## src/rtl/grfc_pkg.sv

```systemverilog
// Package for the genotype range filter and counter.
// Holds field widths, command and register codes and the queue entry type.
// No dependencies.
package grfc_pkg;

  localparam int unsigned CMD_W       = 2;
  localparam int unsigned FIELD_W     = 10;
  localparam int unsigned GENO_W      = 2;
  localparam int unsigned WORD_W      = 5;
  localparam int unsigned DATA_W      = 32;
  localparam int unsigned BOUND_W     = 3;
  localparam int unsigned CFG_IDX_W   = 3;
  localparam int unsigned BIT_SEL_W   = 5;
  localparam int unsigned WORD_BITS   = 32;
  localparam int unsigned MID_DEPTH   = 4;
  localparam int unsigned OUT_DEPTH   = 2;

  // Bit 31 holds the first field of a bitmap word.
  localparam logic [BIT_SEL_W-1:0] TOP_BIT = BIT_SEL_W'(WORD_BITS - 1);

  localparam logic               FILTER_MODE_RST = 1'b0;
  localparam logic [BOUND_W-1:0] LOW_BOUND_RST   = 3'd0;
  localparam logic [BOUND_W-1:0] HIGH_BOUND_RST  = 3'd4;
  localparam logic [BOUND_W-1:0] COUNT_LOW_RST   = 3'd0;
  localparam logic [BOUND_W-1:0] COUNT_HIGH_RST  = 3'd4;

  typedef enum logic [CMD_W-1:0] {
    OP_CLEAR      = 2'd0,
    OP_ITEM       = 2'd1,
    OP_READ_WORD  = 2'd2,
    OP_READ_COUNT = 2'd3
  } op_e;

  typedef enum logic [CFG_IDX_W-1:0] {
    REG_FILTER_MODE = 3'd0,
    REG_LOW_BOUND   = 3'd1,
    REG_HIGH_BOUND  = 3'd2,
    REG_COUNT_LOW   = 3'd3,
    REG_COUNT_HIGH  = 3'd4
  } cfg_reg_e;

  // Classified request as it waits between front and back.
  typedef struct packed {
    op_e                op;
    logic [FIELD_W-1:0] field_index;
    logic [WORD_W-1:0]  word_index;
    logic               fail;       // clear the field's pass bit
    logic               count_hit;  // genotype lies inside the count window
    logic               in_range;   // field or word exists
  } item_t;

endpackage

```

## src/rtl/grfc_front.sv

```systemverilog
// Front end: configuration registers and request classification.
// Depends on grfc_pkg.
module grfc_front #(
  parameter int unsigned FIELDS = 1024
) (
  input  logic                            clk_i,
  input  logic                            rst_ni,
  input  logic                            cfg_we_i,
  input  logic [grfc_pkg::CFG_IDX_W-1:0]  cfg_idx_i,
  input  logic [grfc_pkg::BOUND_W-1:0]    cfg_wdata_i,
  input  logic [grfc_pkg::CMD_W-1:0]      cmd_i,
  input  logic [grfc_pkg::FIELD_W-1:0]    field_index_i,
  input  logic [grfc_pkg::GENO_W-1:0]     genotype_i,
  input  logic [grfc_pkg::WORD_W-1:0]     word_index_i,
  output grfc_pkg::item_t                 item_o
);

  localparam int unsigned NWORDS = (FIELDS + 31) / 32;

  logic                         filter_mode_q;
  logic [grfc_pkg::BOUND_W-1:0] low_bound_q, high_bound_q;
  logic [grfc_pkg::BOUND_W-1:0] count_low_q, count_high_q;
  logic [grfc_pkg::BOUND_W-1:0] geno;
  grfc_pkg::op_e                op;
  logic                         field_ok, word_ok;

  always_ff @(posedge clk_i or negedge rst_ni) begin
    if (!rst_ni) begin
      filter_mode_q <= grfc_pkg::FILTER_MODE_RST;
      low_bound_q   <= grfc_pkg::LOW_BOUND_RST;
      high_bound_q  <= grfc_pkg::HIGH_BOUND_RST;
      count_low_q   <= grfc_pkg::COUNT_LOW_RST;
      count_high_q  <= grfc_pkg::COUNT_HIGH_RST;
    end else if (cfg_we_i) begin
      unique case (cfg_idx_i)
        grfc_pkg::REG_FILTER_MODE: filter_mode_q <= cfg_wdata_i[0];
        grfc_pkg::REG_LOW_BOUND:   low_bound_q   <= cfg_wdata_i;
        grfc_pkg::REG_HIGH_BOUND:  high_bound_q  <= cfg_wdata_i;
        grfc_pkg::REG_COUNT_LOW:   count_low_q   <= cfg_wdata_i;
        grfc_pkg::REG_COUNT_HIGH:  count_high_q  <= cfg_wdata_i;
        default: ;  // drop writes to unknown indexes
      endcase
    end
  end

  assign geno     = {1'b0, genotype_i};
  assign op       = grfc_pkg::op_e'(cmd_i);
  assign field_ok = (32'(field_index_i) < 32'(FIELDS));
  assign word_ok  = (32'(word_index_i) < 32'(NWORDS));

  always_comb begin
    item_o.op          = op;
    item_o.field_index = field_index_i;
    item_o.word_index  = word_index_i;
    item_o.fail        = filter_mode_q ? (geno == low_bound_q)
                                       : !((geno >= low_bound_q) && (geno < high_bound_q));
    item_o.count_hit   = (geno > count_low_q) && (geno < count_high_q);
    item_o.in_range    = (op == grfc_pkg::OP_READ_WORD) ? word_ok : field_ok;
  end

endmodule

```

## config.mk

```make
export PLATFORM = sky130hd
export DESIGN_NAME = grfc_front
export DESIGN_NICKNAME = d
export VERILOG_FILES = /design/src/rtl/grfc_pkg.sv /design/src/rtl/grfc_front.sv
export SDC_FILE = /design/constraint.sdc
export NUM_CORES = 1
export LEC_CHECK = 0
export BUFFER_PORTS_ARGS = -buffer_cell sky130_fd_sc_hd__buf_2
export CAP_MARGIN = 20
export CELL_PAD_IN_SITES_DETAIL_PLACEMENT = 1
export CELL_PAD_IN_SITES_GLOBAL_PLACEMENT = 1
export CORE_ASPECT_RATIO = 1.2
export CORE_MARGIN = 2
export CORE_UTILIZATION = 33
export CTS_BUF_LIST = sky130_fd_sc_hd__clkbuf_4 sky130_fd_sc_hd__clkbuf_8
export CTS_CLUSTER_SIZE = 16
export DETAILED_ROUTE_END_ITERATION = 7
export GPL_ROUTABILITY_DRIVEN = 0
export GPL_TIMING_DRIVEN = 0
export PLACE_DENSITY_LB_ADDON = 0.12
export SYNTH_ARGS = -nofsm -noshare
export SYNTH_HDL_FRONTEND = slang
export SYNTH_SLANG_ARGS = --single-unit
```

## constraint.sdc

```tcl
create_clock -name clk_i -period 1.25 [get_ports clk_i]
set_clock_uncertainty 0.1 [all_clocks]
set_input_delay 0 -clock clk_i [delete_from_list [all_inputs] [get_ports clk_i]]
set_output_delay 0 -clock clk_i [all_outputs]
set_load 0.01 [all_outputs]
```

* After elaboration in Yosys (flattened, before gate mapping) *
Cells that the tools add are included.

operators by class
  $add $sub $neg = 0
  $mul = 0
  div/mod/pow operators = 0
  order comparisons = 4
  eq/ne operators = 5
  shift operators = 0
  mux-type cells = 1
  bitwise operators = 0
  reduce and logical (&&, ||, !) cells = 9

operators with widths
  kind                count
  $reduce_and 2->1    5
  $eq 3x2->1 const B  2
  $lt 2x3->1          2
  $eq 2x3->1          1
  $eq 3x1->1 const B  1
  $eq 3x3->1 const B  1
  $ge 2x3->1          1
  $gt 2x3->1          1
  $logic_not 3->1     1
  $logic_and 1x1->1   2
  $logic_not 1->1     1
  $mux 1              1

word-level totals
  flip-flop bits (word level) = 13
  bits in latches = 0
  bits in writable memories = 0
  memory bits (read-only) = 0
  bits of input ports = 28
  output and inout port bits = 20
  word-level logic and storage cells = 24
  memories kept = 0

* Longest topological paths before layout *
  depth after elaboration = 4
  mapped depth = 5
  mapped depth without buffers = 5

* Least setup slack after synthesis *
Ideal clock, no wire load.

  path kind = register to output
  start = register high_bound_q[1] (netlist bit)
  end = output port item_o[2] (netlist bit)
  arrival time = 1.207 ns
  required time = 1.150 ns
  slack = -0.057 ns
  cell stages (with the launch flop) = 6
  path buffers = 0
  path through = dfrtp_1 > inv_1 > ha_1 > nor2_1 > a311o_1 > a32oi_1

RTL lines
  item                      line              RTL
  start: declaration        grfc_front.sv:21  logic [grfc_pkg::BOUND_W-1:0] low_bound_q, high_bound_q;
  start signal: assignment  grfc_front.sv:31  high_bound_q <= grfc_pkg::HIGH_BOUND_RST;
  start signal: assignment  grfc_front.sv:38  grfc_pkg::REG_HIGH_BOUND: high_bound_q <= cfg_wdata_i;
  end: declaration          grfc_front.sv:15  output grfc_pkg::item_t item_o

==> run_results.csv <==
group,metric,value,unit
run_status,status,"finished with violations",
run_status,violations,"negative setup slack",
place,hpwl,1470,um
logic_synthesis,synth_seq_area_share,0.376,
clock_tree,post_cts_buffers,0,
detailed_routing,wire_per_inst,11.8,um
final_layout,area_delta_synth_final,32.5,%
detailed_routing,drt_iter0_drc,5,
critical_path,rr_endpoint,"filter_mode_q$_DFFE_PN0P_",
clock_tree,cts_root_buf,"clkbuf_4",
logic_synthesis,synth-compound-area-share,0.0575,
logic_synthesis,synth_area_leader_cell,"dfrtp_1",
power_and_ir_drop,pwr-share-clk,0.196,
power_and_ir_drop,comb_power_share,0.355,
detailed_routing,first_pass_iters,3,
global_routing,grt_pass1_wl,2950,um
critical_path,crit_path_start_kind,"register",
final_layout,nets,150,
final_layout,layout-drive-gt1-share,0.643,
clock_tree,numCtsBuffers,3,
logic_synthesis,ys_types,24,
sta,hold_ws,35.3,ps
logic_synthesis,syn-num-nets,112,
logic_synthesis,synthCells,78,
logic_synthesis,yosys.area.top_type_share,0.316,
power_and_ir_drop,switching_share,0.291,
sta,setup_ws,-424,ps
global_routing,grt_use_total,0.129,
die,boundaryPins,48,
global_routing,grt_pass1_vias,630,
logic_synthesis,synth_area_leaders,"dfrtp_1 (32%), buf_4 (16%), mux2_2 (9.1%), ha_1 (8.6%), mux2_4 (6.9%)",
clock_tree,cts_max_path_buffers,2,
place,place.port_buffers,29,
critical_path,critPathMaxFanout,2,
flow_run,drv_cap,0,
power_and_ir_drop,power_frac_seq,0.448,
critical_path,rr_worst_depth,1,
clock_tree,cts.sinks,13,
die,rows,20,
clock_tree,cts_tree,"done",
sta,period_share,1.34,
global_routing,antenna_found_initial,0,
power_and_ir_drop,p_leak,0.000566,uW
detailed_routing,antenna_violating_nets_post_route,0,
critical_path,required,1150,ps
logic_synthesis,synthSimpleGateAreaFrac,0.135,
sta,setup_tns,-691,ps
die,fp.dieW,50.9,um
power_and_ir_drop,internal-power,910,uW
hold_path,hold_class,"input pin to asynchronous set/reset pin",
detailed_routing,via_count,670,
sta,rsz0062_at_grt,"true",
final_layout,diodes,0,
clock_tree,clkTransAtPathRegs,80,ps
logic_synthesis,synthXorXnorAreaFrac,0,
logic_synthesis,ys_ff_latch,13,
logic_synthesis,syn_avg_cell_area,11.2,um^2
clock_tree,cts-htree-levels,1,
logic_synthesis,synth_top_family_by_area,"buffers and inverters",
sta,hold_violations,0,
sta,clock.fmax,0.597,GHz
die,core-area,2530,um^2
detailed_routing,drc,0,
detailed_routing,viasPerCell,4.53,
critical_path,worstSetupEndpointType,"output pin",
detailed_routing,wl,1750,um
global_routing,grt_overflow,0,
clock_tree,insertion_delay,270,ps
logic_synthesis,synth_mux_area_frac,0.159,
die,initial_core_util,0.345,
power_and_ir_drop,peakVddDrop,0.574,mV
sta,slew_viol_final,0,
power_and_ir_drop,p_sw,375,uW
power_and_ir_drop,power.density,1110,nW/um^2
logic_synthesis,synth_adder_area_share,0.0862,
critical_path,cp.arrival,1570,ps
critical_path,reg2reg_from,"filter_mode_q$_DFFE_PN0P_",
sta,min_period,1670,ps
critical_path,rrSetupSlack,360,ps
die,dieHeight,60.3,um
logic_synthesis,synth-warning-count,0,
logic_synthesis,syn_area,871,um^2
critical_path,critPathKind,"register to output pin",
sta,setup_viol,2,
global_routing,grt_max_degree,14,
die,dieArea,3070,um^2
## synth_stat cells
cell / instances
nor2_1: 3
nor2b_1: 1
conb_1: 1
and4bb_4: 2
nand2_1: 4
nand3b_1: 1
nand4b_1: 1
dfrtp_1: 11
o221a_2: 1
nor3_2: 1
nor3_1: 1
dfstp_2: 2
mux2_4: 4
a311o_1: 1
inv_2: 1
buf_4: 18
nand2b_1: 1
ha_1: 6
a21oi_1: 2
o21ai_0: 2
mux2_2: 7
a32oi_1: 1
nor4b_2: 1
inv_1: 5
## how the worst max path moves through the flow
stage,from,end,slack (ps),cells past startpoint
5_1_grt,high_bound_q[1]$_DFFE_PN0P_,item_o[2],-510,6
3_3_place_gp,high_bound_q[1]$_DFFE_PN0P_,item_o[2],-130,6
6_report,high_bound_q[1]$_DFFE_PN0P_,item_o[2],-420,6
3_5_place_dp,high_bound_q[1]$_DFFE_PN0P_,item_o[2],-140,6
2_1_floorplan,high_bound_q[1]$_DFFE_PN0P_,item_o[2],10,5
4_1_cts,high_bound_q[1]$_DFFE_PN0P_,item_o[2],-440,6
## sequential cells by signal (all words and copies together) (netlist names)
register       cells
count_high_q       3
count_low_q        3
filter_mode_q      1
high_bound_q       3
low_bound_q        3
## cells in the final DEF (no fill, tap or decap), types with 2 or more instances in the layout
cell,n
buf_2,28
buf_4,18
dfrtp_1,11
mux2_2,7
ha_1,5
inv_1,4
nand2_1,4
mux2_4,4
dlygate4sd3_1,4
clkbuf_4,3
inv_2,2
nor2_1,2
a21oi_1,2
and4bb_4,2
o21ai_0,2
dfstp_2,2
## critical path: stages (launching register included)
cell	delay, ps
dfrtp_1	350
inv_2	60
ha_4	260
nor2_2	30
a311o_1	280
a32oi_2	190
buf_2	150
## timing repair
action / 4_1_cts / 5_1_grt
resized for setup: 3 / 1
pin swaps: 2 / 1
hold buffers: 4 / 0
endpoints found under the setup margin: 2 / 2
gates cloned: 0 / 0
endpoints found under the hold margin: 26 / 0
## metal layers
metal / track usage / routed length [um] / vias to the layer above
met1: 0.146 / 696 / 310
met2: 0.226 / 837 / 35
li1: - / - / 323
met4: 0.0541 / 9 / 0
met3: 0.0400 / 206 / 2
met5: 0 / 0 / -
## logic make-up after synthesis
family / after synthesis
buffers and inverters: 24
other: 1
AO/OA/AOI/OAI: 7
AND/OR/NAND/NOR: 16
multiplexers: 11
flip-flops: 13
adder cells (fa/ha/maj): 6
## through the flow
step	total power, uW	cells	utilization	worst slack, ps	instance area (um^2)
floorplan	871	78	-	11.4	878
global placement	989	140	0.421	-129	1060
detailed placement	1010	140	0.421	-144	1060
CTS	1300	148	0.455	-436	1150
global route	1390	148	0.456	-507	1150
finish	1290	148	0.456	-424	1150
## power groups by stage
stage | clock network (uW) | logic [uW] | registers, uW
global route | 280 | 515 | 594
detailed placement | 0 | 428 | 586
CTS | 259 | 459 | 579
floorplan | 0 | 307 | 565
finish | 252 | 456 | 576
global placement | 0 | 408 | 581
## cell type report
cell class	instances	area (um^2)
multi-input cells	41	408
fillers	302	1370
flip-flops and latches	13	328
well taps	33	41.3
clock inverters	1	5.00
plain buffers	18	135
inverters	6	22.5
clock buffers	3	22.5
repair buffers	33	191
Power figures use the tool's default switching activity.
