[config.mk]
export PLATFORM = sky130hd
export DESIGN_NAME = grfc_fifo
export DESIGN_NICKNAME = d
export VERILOG_FILES = /design/src/rtl/grfc_fifo.sv
export SDC_FILE = /design/constraint.sdc
export NUM_CORES = 1
export LEC_CHECK = 0
export CAP_MARGIN = 5
export CORE_ASPECT_RATIO = 1.75
export CORE_UTILIZATION = 35
export CTS_CLUSTER_DIAMETER = 40
export DETAILED_ROUTE_END_ITERATION = 10
export DONT_BUFFER_PORTS = 1
export PLACE_DENSITY_LB_ADDON = 0.15
export SLEW_MARGIN = 10
export SYNTH_ARGS = -nofsm -noshare
export SYNTH_HDL_FRONTEND = slang
export SYNTH_SLANG_ARGS = --single-unit
export TNS_END_PERCENT = 20
[constraint.sdc]
create_clock -name clk_i -period 3.05 [get_ports clk_i]
set_input_delay 0 -clock clk_i [delete_from_list [all_inputs] [get_ports clk_i]]
set_output_delay 0 -clock clk_i [all_outputs]
set_load 0.05 [all_outputs]
[src/rtl/grfc_fifo.sv]
// Small first-in first-out queue of flip-flops.
// Generic; uses no package.
module grfc_fifo #(
  parameter int unsigned WIDTH = 32,
  parameter int unsigned DEPTH = 4
) (
  input  logic             clk_i,
  input  logic             rst_ni,
  input  logic             push_i,
  input  logic [WIDTH-1:0] wdata_i,
  output logic             full_o,
  input  logic             pop_i,
  output logic [WIDTH-1:0] rdata_o,
  output logic             empty_o
);

  localparam int unsigned PTR_W = (DEPTH > 1) ? $clog2(DEPTH) : 1;
  localparam int unsigned CNT_W = $clog2(DEPTH + 1);

  logic [WIDTH-1:0] mem_q [DEPTH];
  logic [PTR_W-1:0] wr_ptr_q, wr_ptr_d;
  logic [PTR_W-1:0] rd_ptr_q, rd_ptr_d;
  logic [CNT_W-1:0] cnt_q, cnt_d;
  logic             do_push, do_pop;

  assign full_o  = (cnt_q == CNT_W'(DEPTH));
  assign empty_o = (cnt_q == '0);
  assign do_push = push_i && !full_o;
  assign do_pop  = pop_i && !empty_o;
  assign rdata_o = mem_q[rd_ptr_q];

  always_comb begin
    wr_ptr_d = wr_ptr_q;
    rd_ptr_d = rd_ptr_q;
    cnt_d    = cnt_q;
    if (do_push) begin
      wr_ptr_d = (wr_ptr_q == PTR_W'(DEPTH - 1)) ? '0 : wr_ptr_q + PTR_W'(1);
    end
    if (do_pop) begin
      rd_ptr_d = (rd_ptr_q == PTR_W'(DEPTH - 1)) ? '0 : rd_ptr_q + PTR_W'(1);
    end
    unique case ({do_push, do_pop})
      2'b10:   cnt_d = cnt_q + CNT_W'(1);
      2'b01:   cnt_d = cnt_q - CNT_W'(1);
      default: cnt_d = cnt_q;
    endcase
  end

  always_ff @(posedge clk_i or negedge rst_ni) begin
    if (!rst_ni) begin
      wr_ptr_q <= '0;
      rd_ptr_q <= '0;
      cnt_q    <= '0;
    end else begin
      wr_ptr_q <= wr_ptr_d;
      rd_ptr_q <= rd_ptr_d;
      cnt_q    <= cnt_d;
    end
  end

  always_ff @(posedge clk_i) begin
    if (do_push) begin
      mem_q[wr_ptr_q] <= wdata_i;
    end
  end

endmodule

## After elaboration in Yosys (flattened, before gate mapping)

Memory sizes are Yosys's and may differ from the RTL's.
Index checks and enable logic that the tools add are counted.

- Add/sub/neg operators: 4
- Equality and inequality tests: 5
- Mux-type cells: 5
- Reductions and logical operators: 6

Operators with widths:

| operator | number |
|---|---|
| 2-bit equality test (second input constant) | 3 |
| 3-bit one-hot mux with 2 select lines | 1 |
| 2-bit by 1-bit adder with 2-bit output (second input constant) | 2 |
| 2-bit two-way mux | 2 |
| 3-bit by 1-bit adder with 3-bit output (second input constant) | 1 |
| 3-bit equality test (second input constant) | 1 |
| 3-bit zero test | 1 |
| 3-bit by 1-bit subtractor with 3-bit output (second input constant) | 1 |
| 2-bit by 1-bit equality test with 1-bit output (second input constant) | 1 |
| 1-bit logical AND | 2 |
| 1-bit zero test | 2 |
| 1-bit two-way mux | 2 |
| 2-bit nonzero test | 1 |

- Register bits after elaboration: 7
- Memory bits (writable): 128
- Bits of input ports: 36
- Output and inout port bits: 34
- Logic and storage cells: 24
- Memories kept: 1

Memories:

| name | depth | bits a word | rd ports | clocked after memory_dff | wr ports | RTL line | text |
|---|---|---|---|---|---|---|---|
| mem_q | 4 | 32 | 1 | 0 | 1 | 20 | `logic [WIDTH-1:0] mem_q [DEPTH];` |

## Logic depth before layout (Yosys ltp)

- Word-level depth: 5
- Gate-level depth with buffers: 9

## Worst setup path after synthesis

OpenSTA, ideal clock, no wires.

- Path type: reg2reg
- Start: reg cnt_q[0]
- End: reg cnt_q[2]
- Setup time: 0.125 ns
- Arrival: 2.599 ns
- Data required time: 2.925 ns
- Slack: 0.326 ns
- Cell stages (with the launch flop): 10
- Buffers on the path: 0
- Period minus slack after synthesis: 2.724 ns
- Cells stage by stage: dfrtp_1 -> nor3_1 -> nand2b_1 -> inv_1 -> ha_1 -> inv_1 -> fa_1 -> xor2_1 -> nor2_1 -> xor2_1

- Word-level cells in the longest chain between the ends: 5
- Elaborated cells on any way between the ends: 12
- Those cells by class: 2 x add/sub; 3 x eq/ne; 1 x mux; 6 x reduce/logical

Ends and longest elaborated chain:

| element | RTL line | text |
|---|---|---|
| start, declared | 23 | `logic [CNT_W-1:0] cnt_q, cnt_d;` |
| start signal, assigned | 57 | `cnt_q <= cnt_d;` |
| 3-bit zero test * | 27 | `assign empty_o = (cnt_q == '0);` |
| via empty_o | 14 | `output logic empty_o` |
| 1-bit zero test * | 29 | `assign do_pop = pop_i && !empty_o;` |
| 1-bit logical AND * | 29 |  |
| via do_pop | 24 | `logic do_push, do_pop;` |
| 2-bit by 1-bit equality test with 1-bit output or 2-bit equality test (tied branches) | 42 | `unique case ({do_push, do_pop})` |
| 3-bit one-hot mux with 2 select lines or 2-bit nonzero test (tied branches) | n/a |  |

Mark *: on every way through the listed nets, which the timed path passes. The rest lies on a longest branch.
A chain may end at the register's enable or synchronous reset.

## Worst setup path in the final report

- Start: reg cnt_q[0]
- End: reg cnt_q[2]

- Word-level cells in the longest chain between the ends: 5
- Elaborated cells on any way between the ends: 12
- Those cells by class: 2 x add/sub; 3 x eq/ne; 1 x mux; 6 x reduce/logical

Ends and longest elaborated chain:

| element | RTL line |
|---|---|
| 3-bit equality test or 3-bit zero test (tied branches) | 26, 27 |
| 1-bit zero test (on tied branches) | 28, 29 |
| 1-bit logical AND (on tied branches) | 28, 29 |
| 2-bit by 1-bit equality test with 1-bit output or 2-bit equality test (tied branches) | 42 |
| 3-bit one-hot mux with 2 select lines or 2-bit nonzero test (tied branches) | n/a |

Parallel ways exist; a longest one is shown, timed or not.

==> flow_summary.html <==
<table>
<tr><th>Metric</th><th>Value</th></tr>
<tr><th colspan="2">Die</th></tr>
<tr><td>Overall die width</td><td>93.4 um</td></tr>
<tr><td>I/O pin total</td><td>70</td></tr>
<tr><td>Die boundary height</td><td>162 um</td></tr>
<tr><td>Core region area</td><td>14300 um^2</td></tr>
<tr><td>Placement Rows</td><td>58</td></tr>
<tr><td>Initial standard-cell utilization of the core</td><td>35.8%</td></tr>
<tr><td>Die footprint</td><td>15100 um^2</td></tr>
<tr><th colspan="2">Timing</th></tr>
<tr><td>Final count of hold timing violations</td><td>0</td></tr>
<tr><td>Tcrit/Tclk final</td><td>68.5%</td></tr>
<tr><td>Worst-Margin Slew</td><td>0.579 ns</td></tr>
<tr><td>RSZ-0062 raised after global routing</td><td>false</td></tr>
<tr><td>Clock Skew</td><td>0.0109 ns</td></tr>
<tr><td>Aggregate negative setup slack</td><td>0 ns</td></tr>
<tr><td>Number of max-slew violations in the final report</td><td>0</td></tr>
<tr><td>Hold slack final</td><td>0.0328 ns</td></tr>
<tr><td>Final setup violation count</td><td>0</td></tr>
<tr><td>Max Freq</td><td>479 MHz</td></tr>
<tr><td>Worst-case setup margin in the final layout</td><td>0.960 ns</td></tr>
<tr><td>Headroom to the max-slew limit</td><td>61.4%</td></tr>
<tr><td>Final worst path period need</td><td>2.09 ns</td></tr>
<tr><th colspan="2">Yosys</th></tr>
<tr><td>Number of distinct library cells after synthesis</td><td>21</td></tr>
<tr><td>Portion of the post-synthesis area used by sequential elements</td><td>78.6%</td></tr>
<tr><td>Proportion of synthesized flip-flops having asynchronous set or reset</td><td>5.19%</td></tr>
<tr><td>Number of flops mapped to enable cells by yosys</td><td>128</td></tr>
<tr><td>Net count of the mapped netlist</td><td>251</td></tr>
<tr><td>Ys flop type</td><td>edfxtp_1</td></tr>
<tr><td>Combined area of all synthesized cells</td><td>5120 um^2</td></tr>
<tr><td>Gate count of the mapped netlist</td><td>208</td></tr>
<tr><td>Number of flip-flops and latches in the synthesized netlist</td><td>135</td></tr>
<tr><td>Warning count from the yosys run</td><td>0</td></tr>
<tr><td>Top cell type by total area after synthesis</td><td>edfxtp_1</td></tr>
<tr><td>Area fraction of the dominant cell type after synthesis</td><td>75.1%</td></tr>
<tr><td>Synthesized area per cell</td><td>24.6 um^2</td></tr>
<tr><td>Ranking of synthesized cells by area</td><td>edfxtp_1 (75%), mux4_2 (12%), dfrtp_1 (3.4%)</td></tr>
<tr><th colspan="2">Pwr</th></tr>
<tr><td>Sw frac</td><td>37.9%</td></tr>
<tr><td>Share of power burned in combinational logic</td><td>33.9%</td></tr>
<tr><td>Cell leakage power</td><td>2.09 nW</td></tr>
<tr><td>Relative contribution of sequential cells to total power</td><td>38.0%</td></tr>
<tr><td>Clock power share</td><td>28.1%</td></tr>
<tr><td>Power per unit of standard cell area</td><td>1110 nW/um^2</td></tr>
<tr><td>Peak VDD IR</td><td>539 uV</td></tr>
<tr><td>Switching power</td><td>0.00265 W</td></tr>
<tr><td>Power Internal</td><td>0.00435 W</td></tr>
<tr><th colspan="2">Outcome</th></tr>
<tr><td>Run status</td><td>completed</td></tr>
<tr><th colspan="2">Setup path</th></tr>
<tr><td>Buffers &amp; Inverters on Critical Path</td><td>3</td></tr>
<tr><td>Cell family contributing the most delay on the critical path</td><td>adder cells</td></tr>
<tr><td>Cell type of the slowest stage on the worst timing path</td><td>dfrtp_1</td></tr>
<tr><td>Startpoint types</td><td>flip-flop</td></tr>
<tr><td>Endpoint type of the worst setup path</td><td>flip-flop</td></tr>
<tr><td>Data required, critical path</td><td>3.39 ns</td></tr>
<tr><td>Data arrival, critical path</td><td>2.43 ns</td></tr>
<tr><td>Critical Setup Path Class</td><td>reg2reg</td></tr>
<tr><td>Critical Path, Cell by Cell</td><td>nor3b_2, buf_4, nor2b_2, inv_1, ha_1, inv_1, fa_1, xor2_1, nor2_1, xor2_1</td></tr>
<tr><td>Largest fanout on the critical path</td><td>7</td></tr>
<tr><td>Largest stage delay, worst path</td><td>0.42 ns</td></tr>
<tr><th colspan="2">CTS</th></tr>
<tr><td>H-tree Lvls</td><td>4</td></tr>
<tr><td>Number of buffers on the longest clock path</td><td>2</td></tr>
<tr><td>TritonCTS buffer count</td><td>17</td></tr>
<tr><td>CTS tree</td><td>done</td></tr>
<tr><td>Root buf cell</td><td>clkbuf_16</td></tr>
<tr><td>Number of clock sinks seen by CTS</td><td>135</td></tr>
<tr><td>Total of cells resized after clock tree synthesis</td><td>0</td></tr>
<tr><td>Worst-path clk slew</td><td>0.06 ns</td></tr>
<tr><td>Buffers inserted during post-CTS setup optimization</td><td>0</td></tr>
<tr><td>Clock latency of the later-clocked register in the worst-skew pair</td><td>0.41 ns</td></tr>
<tr><th colspan="2">Global route</th></tr>
<tr><td>Remaining global-route overflow</td><td>0</td></tr>
<tr><td>Number of global-route vias before repair</td><td>2459</td></tr>
<tr><td>Wire length of the first global-routing pass</td><td>13.7 mm</td></tr>
<tr><td>Antenna violations before repair</td><td>0</td></tr>
<tr><td>Pin count of the biggest net entering global routing</td><td>33</td></tr>
<tr><td>Global-route total usage across every layer</td><td>13.0%</td></tr>
<tr><th colspan="2">Place</th></tr>
<tr><td>Count of input and output buffers</td><td>0</td></tr>
<tr><td>Detailed-placement wirelength estimate</td><td>5.29 mm</td></tr>
<tr><td>Final estimated routing congestion in global placement</td><td>0.680</td></tr>
<tr><td>DP Worst Slack</td><td>0.948 ns</td></tr>
<tr><th colspan="2">Detailed routing</th></tr>
<tr><td>Post-route DRC violation count</td><td>0</td></tr>
<tr><td>Number of vias in the routed layout</td><td>2183</td></tr>
<tr><td>Pre-antenna DRT Iters</td><td>4</td></tr>
<tr><td>Post-detailed-route via-to-cell ratio</td><td>4.80</td></tr>
<tr><td>Average wire length per cell after detail routing</td><td>19.7 um</td></tr>
<tr><td>Initial DRC Count</td><td>60</td></tr>
<tr><td>Final wirelength</td><td>8.98 mm</td></tr>
<tr><td>Number of routed nets with antenna violations</td><td>0</td></tr>
<tr><th colspan="2">Finish</th></tr>
<tr><td>Number of diodes</td><td>0</td></tr>
<tr><td>Core utilization of the finished layout</td><td>43.9%</td></tr>
<tr><td>Area Overhead vs Synth</td><td>22.7%</td></tr>
<tr><td>Layout net count</td><td>305</td></tr>
<tr><td>Filler cell count</td><td>1217</td></tr>
<tr><td>Layout cell share with drive strength beyond 1</td><td>29.1%</td></tr>
<tr><th colspan="2">Job</th></tr>
<tr><td>Maximum Capacitance Violations</td><td>0</td></tr>
<tr><th colspan="2">Hold path</th></tr>
<tr><td>Hold Crit Class</td><td>in2reg</td></tr>
</table>
-- area by class of cell --
class / instances / area, um^2 / area share, %
Clock buffer: 17 / 425 / 6.78
Inverter: 7 / 26.3 / 0.419
Clock inverter: 15 / 158 / 2.51
Tap cell: 180 / 225 / 3.59
Timing Repair Buffer: 43 / 435 / 6.94
Multi-Input combinational cell: 58 / 986 / 15.7
Sequential cell: 135 / 4020 / 64.1
-- what timing repair did --
action | in CTS | in global routing
endpoints found under the setup margin | 0 | 0
hold buffers | 35 | 0
endpoints found under the hold margin | 137 | 0
-- cells in the mapped netlist (2+ instances only) --
master / count
buf_12: 3
dfrtp_1: 7
xor2_1: 2
inv_1: 7
nor2_1: 3
mux4_1: 4
buf_2: 3
mux2_2: 4
mux4_2: 28
edfxtp_1: 128
and2_1: 4
ha_1: 6
-- logic make-up after synthesis --
group / synth area share (%)
simple gates: 1.34
buf+inv: 2.27
flops: 78.6
mux: 15.5
fa+ha+maj: 1.86
xor+xnor: 0.514
-- path summary, 6_finish.rpt --
kind | slack [ns] | startpoint | cells past startpoint | end
worst max-delay path | 0.96 | cnt_q[0]$_DFFE_PN0P_ | 10 | cnt_q[2]$_DFFE_PN0P_
worst min-delay path | 0.03 | push_i | 2 | wr_ptr_q[0]$_DFFE_PN0P_
worst max register to register | 0.96 | cnt_q[0]$_DFFE_PN0P_ | 10 | cnt_q[2]$_DFFE_PN0P_
worst min register to register | 0.51 | cnt_q[2]$_DFFE_PN0P_ | 1 | cnt_q[2]$_DFFE_PN0P_
max in group asynchronous | 2.34 | rst_ni | 2 | rd_ptr_q[1]$_DFFE_PN0P_
min in group asynchronous | 0.44 | rst_ni | 2 | cnt_q[2]$_DFFE_PN0P_
-- per-stage QoR --
step	power [W]	std cells	instance area, um^2
detailed placement	0.00509	388	5340
global route	0.00730	455	6280
floorplan	0.00474	208	5120
CTS	0.00713	455	6280
finish	0.00700	455	6280
global placement	0.00506	388	5340
-- power groups by stage --
| stage | registers (W) | logic (W) | clock network (W) |
|---|---|---|---|
| 3_3_place_gp | 0.00269 | 0.00237 | 0 |
| 2_1_floorplan | 0.00258 | 0.00217 | 0 |
| 3_5_place_dp | 0.00271 | 0.00238 | 0 |
| 6_report | 0.00266 | 0.00237 | 0.00197 |
| 5_1_grt | 0.00270 | 0.00250 | 0.00209 |
| 4_1_cts | 0.00268 | 0.00244 | 0.00201 |
-- state kept, by name (all words and copies together) (netlist names) --
| name | flops |
|---|---|
| cnt_q | 3 |
| wr_ptr_q | 2 |
| rd_ptr_q | 2 |
| mem_q | 128 |
-- layer usage --
metal	GRT usage, %	vias up	share of wire (%)
li1	-	970	-
met1	13.8	1160	38
met2	22.4	44	55
met3	5.43	9	5.7
met4	5.24	0	1.3
met5	0	-	0
-- placed cells by master (no fill, tap or decap), types with 5 or more instances in the layout --
cell             n
buf_4            6
clkbuf_16       17
clkinv_4         6
dfrtp_1          5
dlygate4sd3_1   35
edfxtp_1       128
ha_1             6
inv_1            7
mux4_2          28
Power figures use the tool's default switching activity.
